<file path="src/rtl/core/nwa_pkg.sv">
// ----------------------------------------------------------------------------
// nwa_pkg
// Shared types and constants for the NFA word acceptor.
// ----------------------------------------------------------------------------
package nwa_pkg;

  localparam int unsigned NUM_STATES  = 16;
  localparam int unsigned ALPHABET    = 256;
  localparam int unsigned STATE_W     = $clog2(NUM_STATES);
  localparam int unsigned SYMBOL_W    = $clog2(ALPHABET);
  localparam int unsigned FUNC_W      = 2;
  localparam int unsigned TABLE_DEPTH = NUM_STATES * ALPHABET;
  localparam int unsigned TABLE_AW    = $clog2(TABLE_DEPTH);
  localparam int unsigned CFG_IDX_W   = 1;
  localparam int unsigned CFG_DATA_W  = NUM_STATES;

  typedef logic [NUM_STATES-1:0] state_set_t;
  typedef logic [STATE_W-1:0]    state_idx_t;
  typedef logic [SYMBOL_W-1:0]   symbol_t;

  typedef enum logic [FUNC_W-1:0] {
    FUNC_ADD    = 2'd0,
    FUNC_START  = 2'd1,
    FUNC_SYMBOL = 2'd2
  } func_e;

  typedef enum logic [CFG_IDX_W-1:0] {
    CFG_INITIAL_STATE = 1'b0,
    CFG_FINAL_MASK    = 1'b1
  } cfg_idx_e;

  typedef struct packed {
    logic capture;
    logic clr_write;
    logic add_read;
    logic add_write;
    logic scan_issue;
    logic commit;
  } nwa_cmd_t;

  typedef struct packed {
    logic clr_last;
    logic scan_last;
    logic out_free;
  } nwa_status_t;

endpackage

</file>
<file path="src/rtl/core/nwa_ctrl.sv">
// ----------------------------------------------------------------------------
// nwa_ctrl
// Sequencer: table clear after reset, transition insert, symbol scan, report.
// ----------------------------------------------------------------------------
module nwa_ctrl (
  input  logic                      clk_i,
  input  logic                      rst_ni,
  input  logic                      in_valid_i,
  input  logic [nwa_pkg::FUNC_W-1:0] in_func_i,
  output logic                      in_stall_o,
  input  nwa_pkg::nwa_status_t      status_i,
  output nwa_pkg::nwa_cmd_t         cmd_o
);
  import nwa_pkg::*;

  typedef enum logic [6:0] {
    ST_CLEAR  = 7'b0000001,
    ST_IDLE   = 7'b0000010,
    ST_ADD_RD = 7'b0000100,
    ST_ADD_WR = 7'b0001000,
    ST_SCAN   = 7'b0010000,
    ST_DRAIN  = 7'b0100000,
    ST_REPORT = 7'b1000000
  } ctrl_state_e;

  ctrl_state_e state_q, state_d;
  logic        accept;

  assign accept     = in_valid_i && (state_q == ST_IDLE);
  assign in_stall_o = (state_q != ST_IDLE);

  always_comb begin
    state_d = state_q;
    cmd_o   = '0;
    unique case (state_q)
      ST_CLEAR: begin
        cmd_o.clr_write = 1'b1;
        if (status_i.clr_last) begin
          state_d = ST_IDLE;
        end
      end
      ST_IDLE: begin
        if (accept) begin
          cmd_o.capture = 1'b1;
          unique case (in_func_i)
            FUNC_ADD:    state_d = ST_ADD_RD;
            FUNC_SYMBOL: state_d = ST_SCAN;
            default:     state_d = ST_REPORT;
          endcase
        end
      end
      ST_ADD_RD: begin
        cmd_o.add_read = 1'b1;
        state_d        = ST_ADD_WR;
      end
      ST_ADD_WR: begin
        cmd_o.add_write = 1'b1;
        state_d         = ST_REPORT;
      end
      ST_SCAN: begin
        cmd_o.scan_issue = 1'b1;
        if (status_i.scan_last) begin
          state_d = ST_DRAIN;
        end
      end
      ST_DRAIN: begin
        state_d = ST_REPORT;
      end
      ST_REPORT: begin
        if (status_i.out_free) begin
          cmd_o.commit = 1'b1;
          state_d      = ST_IDLE;
        end
      end
      default: begin
        state_d = ST_IDLE;
      end
    endcase
  end

  always_ff @(posedge clk_i or negedge rst_ni) begin
    if (!rst_ni) begin
      state_q <= ST_CLEAR;
    end else begin
      state_q <= state_d;
    end
  end

endmodule

</file>
<file path="config.mk">
export PLATFORM = sky130hd
export DESIGN_NAME = nwa_ctrl
export DESIGN_NICKNAME = d
export VERILOG_FILES = /design/src/rtl/core/nwa_pkg.sv /design/src/rtl/core/nwa_ctrl.sv
export SDC_FILE = /design/constraint.sdc
export NUM_CORES = 1
export LEC_CHECK = 0
export CORE_AREA = 10 10 47 49
export DETAILED_ROUTE_END_ITERATION = 8
export DIE_AREA = 0 0 57 59
export DONT_BUFFER_PORTS = 1
export PLACE_DENSITY = 0.59
export SYNTH_ARGS = -nofsm -noshare
export SYNTH_HDL_FRONTEND = slang
export SYNTH_SLANG_ARGS = --single-unit
</file>
<file path="constraint.sdc">
create_clock -name clk_i -period 3.1 [get_ports clk_i]
set_input_delay 0.155 -clock clk_i [delete_from_list [all_inputs] [get_ports clk_i]]
set_output_delay 0.155 -clock clk_i [all_outputs]
set_load 0.01 [all_outputs]
</file>
; Yosys cells after proc, flatten, opt, wreduce, memory -nomap -nowiden
; Index checks and enable logic that the tools add are counted.
[totals]
mem_bits_ro = 0
in_bits = 8
wordCells = 32
output_inout_bits = 7
latch_bits = 0
memories = 0
ramBits = 0
register_bits = 7
[classes]
n_mul = 0
muxes = 14
n_lt_le_gt_ge = 0
n_addsub = 0
div = 0
bitwise_logic = 0
n_shift = 0
n_reduce_logical = 4
n_eq_ne = 13
[op_table]
columns = cell, n
row1 = 7-bit case mux with 6 select lines, 1
row2 = 7-bit 2-to-1 mux, 4
row3 = 7-bit case mux with 2 select lines, 1
row4 = 1-bit 2-to-1 mux, 8
row5 = 2-bit inequality test (second input constant), 4
row6 = 7-bit by 1-bit equality test with 1-bit output (second input constant), 1
row7 = 7-bit by 2-bit equality test with 1-bit output (second input constant), 1
row8 = 7-bit by 3-bit equality test with 1-bit output (second input constant), 1
row9 = 7-bit by 4-bit equality test with 1-bit output (second input constant), 1
row10 = 7-bit by 5-bit equality test with 1-bit output (second input constant), 1
row11 = 7-bit by 6-bit equality test with 1-bit output (second input constant), 1
row12 = 7-bit equality test (second input constant), 1
row13 = 7-bit by 2-bit inequality test with 1-bit output (second input constant), 1
row14 = 4-bit AND reduction, 1
row15 = 2-bit equality test (second input constant), 1
row16 = 2-bit logical NOT, 1
row17 = 2-bit OR reduction, 1
row18 = 1-bit logical AND, 1

; Logic depth before layout (Yosys ltp)
[depth]
ltp_word = 4
mapped_depth = 5
depth_no_buf = 4

; Least setup slack after synthesis
; OpenSTA, ideal clock, no wires.
[synth_path]
path_type = flip-flop to output port
startpoint = register state_q[4]
endpoint = output port cmd_o[3] (netlist name)
t_required_ns = 2.945
t_arrival_ns = 1.209
path_buffers = 1
setup_slack_ns = 1.736
path_stages_with_launch = 5
path_cell_list = dfrtp_1 buf_2 nor2_1 nand2_1 nor4b_1
[synth_rtl]
columns = item, line
row1 = start: declaration, nwa_ctrl.sv:26  ; ctrl_state_e state_q, state_d;
row2 = start signal: assignment, nwa_ctrl.sv:85  ; state_q <= state_d;
row3 = end: declaration, nwa_ctrl.sv:12  ; output nwa_pkg::nwa_cmd_t cmd_o

; Worst setup path after layout
[layout_path]
startpoint = register state_q[3]
endpoint = register state_q[2]
[layout_via]
elab_chain_len = 4
word_cells_on_any_way = 15
classes_between = eq/ne (11) / mux (1) / reduce/logical (3)
[layout_rtl]
columns = item, line
row1 = 7-bit by 2-bit equality test with 1-bit output, "nwa_ctrl.sv:29, nwa_ctrl.sv:35"
row2 = 1-bit logical AND, nwa_ctrl.sv:29  ; assign accept = in_valid_i && (state_q == ST_IDLE);
row3 = 2-bit inequality test (no line), --
row4 = 4-bit AND reduction (no line), --
; Several ways; a longest one is shown, not always the timed one.
; A chain may end at the register's enable or synchronous reset.

==> impl_metrics.csv <==
group,metric,value,unit
global_route,grt_max_degree,10,
synthesis,yosysSeqAreaShare,35.0,%
finish,regMostFlops,"state_q",
worst_setup_path,crit_buf_inv,2,
finish,fin_area,568,µm²
placement,dp_hpwl,837,µm
sta,hold_viol,0,
clocking,clockBufferDepth,2,
clocking,cts_max_level,1,
synthesis,avgSynthCellArea,9.34,µm²
sta,tns,0,ns
sta,hold_ws,0.0170,ns
clocking,worstSkewPairLatency,0.25,ns
finish,final_common_cell,"nor2_1",
worst_setup_path,crit_fanout,8,
global_route,use_met2,11.3,%
clocking,numCtsBuffers,3,
worst_setup_path,max_stage_delay,0.57,ns
sta,rsz0062_at_grt,"false",
worst_setup_path,crit_path_cell_trace,"nor3_4, and4b_4, inv_2, nor4_4, dlygate4sd3_1",
power,power,0.000439,W
global_route,grt-ovfl-total,0,
job,maxCapViolCount,0,
clocking,clk_pin_slew,0.05,ns
worst_setup_path,critPathKind,"reg2reg",
outcome,status,"finished, final reports clean",
sta,clock.fmax,0.512,GHz
synthesis,synth_warnings,0,
die,ios,15,
finish,syn2layout_area_growth,12.7,%
die,fp.dieW,57,µm
route,post_drt_wl_per_cell,14.3,µm
die,die_h,59,µm
die,initial_core_util,36.0,%
finish,num-nets-final,68,
die,die_area,3360,µm²
route,vias,408,
sta,final-setup-viol-count,0,
power,p_leak,0.235,nW
global_route,antenna_found_initial,0,
clocking,cts_tree,"built",
route,vias_per_cell,5.44,
finish,drive_gt1_share,18.6,%
synthesis,syn_area,504,µm²
die,rows,14,
synthesis,synth.ff_latch_count,7,
sta,tightest_slew,0.595,ns
synthesis,ys_types,29,
route,first_iter_violations,0,
clocking,cts_root_buf,"clkbuf_4",
sta,fin_crit,1.95,ns
sta,finClkSkew,0.00168,ns
global_route,top_usage_layer,"met2",
worst_setup_path,reg2reg_slack,1.15,ns
route,drt_wl_total,1.07,mm
sta,finalCritPeriodShare,63.0,%
route,firstDrtPassIters,1,
route,drc_errors,0,
finish,antennaDiodeCount,0,
finish,final_cell_mix,"10 x nor2_1, 6 x dfrtp_1, 5 x dlygate4sd3_1",
placement,place.gp.congestion,0.735,
placement,port_buffers,0,
power,ir_worst_vdd,0.316,mV
sta,final-max-slew-violation-count,0,
worst_setup_path,crit_required,3.28,ns
synthesis,netlist_instances,54,
placement,dpl_cell_area,492,µm²
global_route,grt_usage,7.11,%
clocking,cts_setup_buffers,0,
die,design.core.area,1400,µm²
global_route,met1_usage,7.43,%
worst_setup_path,cp_data_arrival_time,2.14,ns
finish,largest_register_ffs,7,
worst_setup_path,start_kind,"flip-flop",
worst_setup_path,cp_top_family,"simple AND/OR/NAND/NOR gates",
finish,reg_top3,"state_q (7)",
power,p_per_area,772,nW/µm²
clocking,cts_sinks,7,
sta,slew_headroom,59.8,%
route,drtAntennaViolNets,0,
global_route,grt_pass1_vias,428,
hold_path,hold_path.class,"in2reg",
synthesis,syn_nets,62,
global_route,met3_usage,2.36,%
worst_setup_path,cp_slowest_cell,"dlygate4sd3_1",
worst_setup_path,worstSetupEndpointType,"flip-flop",
global_route,grt_pass1_wl,1.93,mm
[routing by layer]
layer	part of all wire, %	vias to the layer above
li1	-	204
met4	0.93	0
met1	40	193
met5	0	-
met3	7.6	2
met2	51	9
[power breakdown]
| group | switching (W) | internal (W) | leakage [nW] |
|---|---|---|---|
| Sequential | 0.0000362 | 0.000111 | 0.0891 |
| Combinational | 0.000122 | 0.0000892 | 0.130 |
| Clock | 0.0000310 | 0.0000489 | 0.0150 |
| Total | 0.000189 | 0.000249 | 0.235 |
[cells by family after synthesis]
family	share of synthesized area, %
flops	35.0
simple gates	39.0
buf+inv	9.43
compound gates	13.2
xor+xnor	3.47
[layout make-up]
cell class              count  area (µm²)
fillers                   146         833
multi-input cells          39         280
well taps                  16        20.0
repair buffers              5        50.0
inverters                   4        15.0
clock buffers               4        26.3
flip-flops and latches      7         176
[repair_timing]
| action | 4_1_cts | 5_1_grt |
|---|---|---|
| resized for setup | 0 | 0 |
| hold endpoints to repair | 10 | 0 |
| hold buffers | 5 | 0 |
[cells in the mapped netlist]
| cell type | instances | area share (%) |
|---|---|---|
| nor4_1 | 1 | 1.2 |
| and2_2 | 1 | 1.5 |
| xnor2_1 | 1 | 1.7 |
| dfrtp_1 | 6 | 30 |
| inv_1 | 3 | 2.2 |
| nor3_1 | 1 | 0.99 |
| a221oi_1 | 1 | 1.7 |
| a2bb2oi_2 | 1 | 3.0 |
| nor4b_1 | 4 | 6.9 |
| nor3b_1 | 1 | 1.5 |
| nand2_1 | 3 | 2.2 |
| inv_2 | 1 | 0.74 |
| or3_1 | 1 | 1.2 |
| buf_2 | 2 | 2.0 |
| and4b_4 | 1 | 2.7 |
| a21oi_1 | 2 | 2.0 |
| nor3_4 | 1 | 3.2 |
| nand4b_1 | 1 | 1.7 |
| nor2_1 | 10 | 7.4 |
| a211oi_1 | 1 | 1.5 |
| o22ai_1 | 2 | 2.5 |
| nand3b_1 | 1 | 1.5 |
| nor4_4 | 1 | 4.2 |
| xor2_1 | 1 | 1.7 |
| buf_6 | 2 | 4.5 |
| dfstp_2 | 1 | 5.2 |
| nand2b_1 | 1 | 1.2 |
| o22ai_2 | 1 | 2.5 |
| nand4_1 | 1 | 1.2 |
[final timing paths]
path / from / to / cells past startpoint
worst max-delay path: state_q[3] / state_q[2] / 5
worst min-delay path: status_i[0] / state_q[6] / 1
worst max register to register: state_q[3] / state_q[2] / 5
worst min register to register: state_q[0] / state_q[0] / 2
max in group asynchronous: rst_ni / state_q[0] / 1
min in group asynchronous: rst_ni / state_q[5] / 1
[per-stage QoR]
step	instances	setup slack, ns	utilization, %
global route	75	1.02	40.5
detailed placement	66	1.58	35.1
global placement	66	1.60	35.1
CTS	75	1.14	40.5
floorplan	54	1.74	-
finish	75	1.15	40.5
Power figures use the tool's default switching activity.
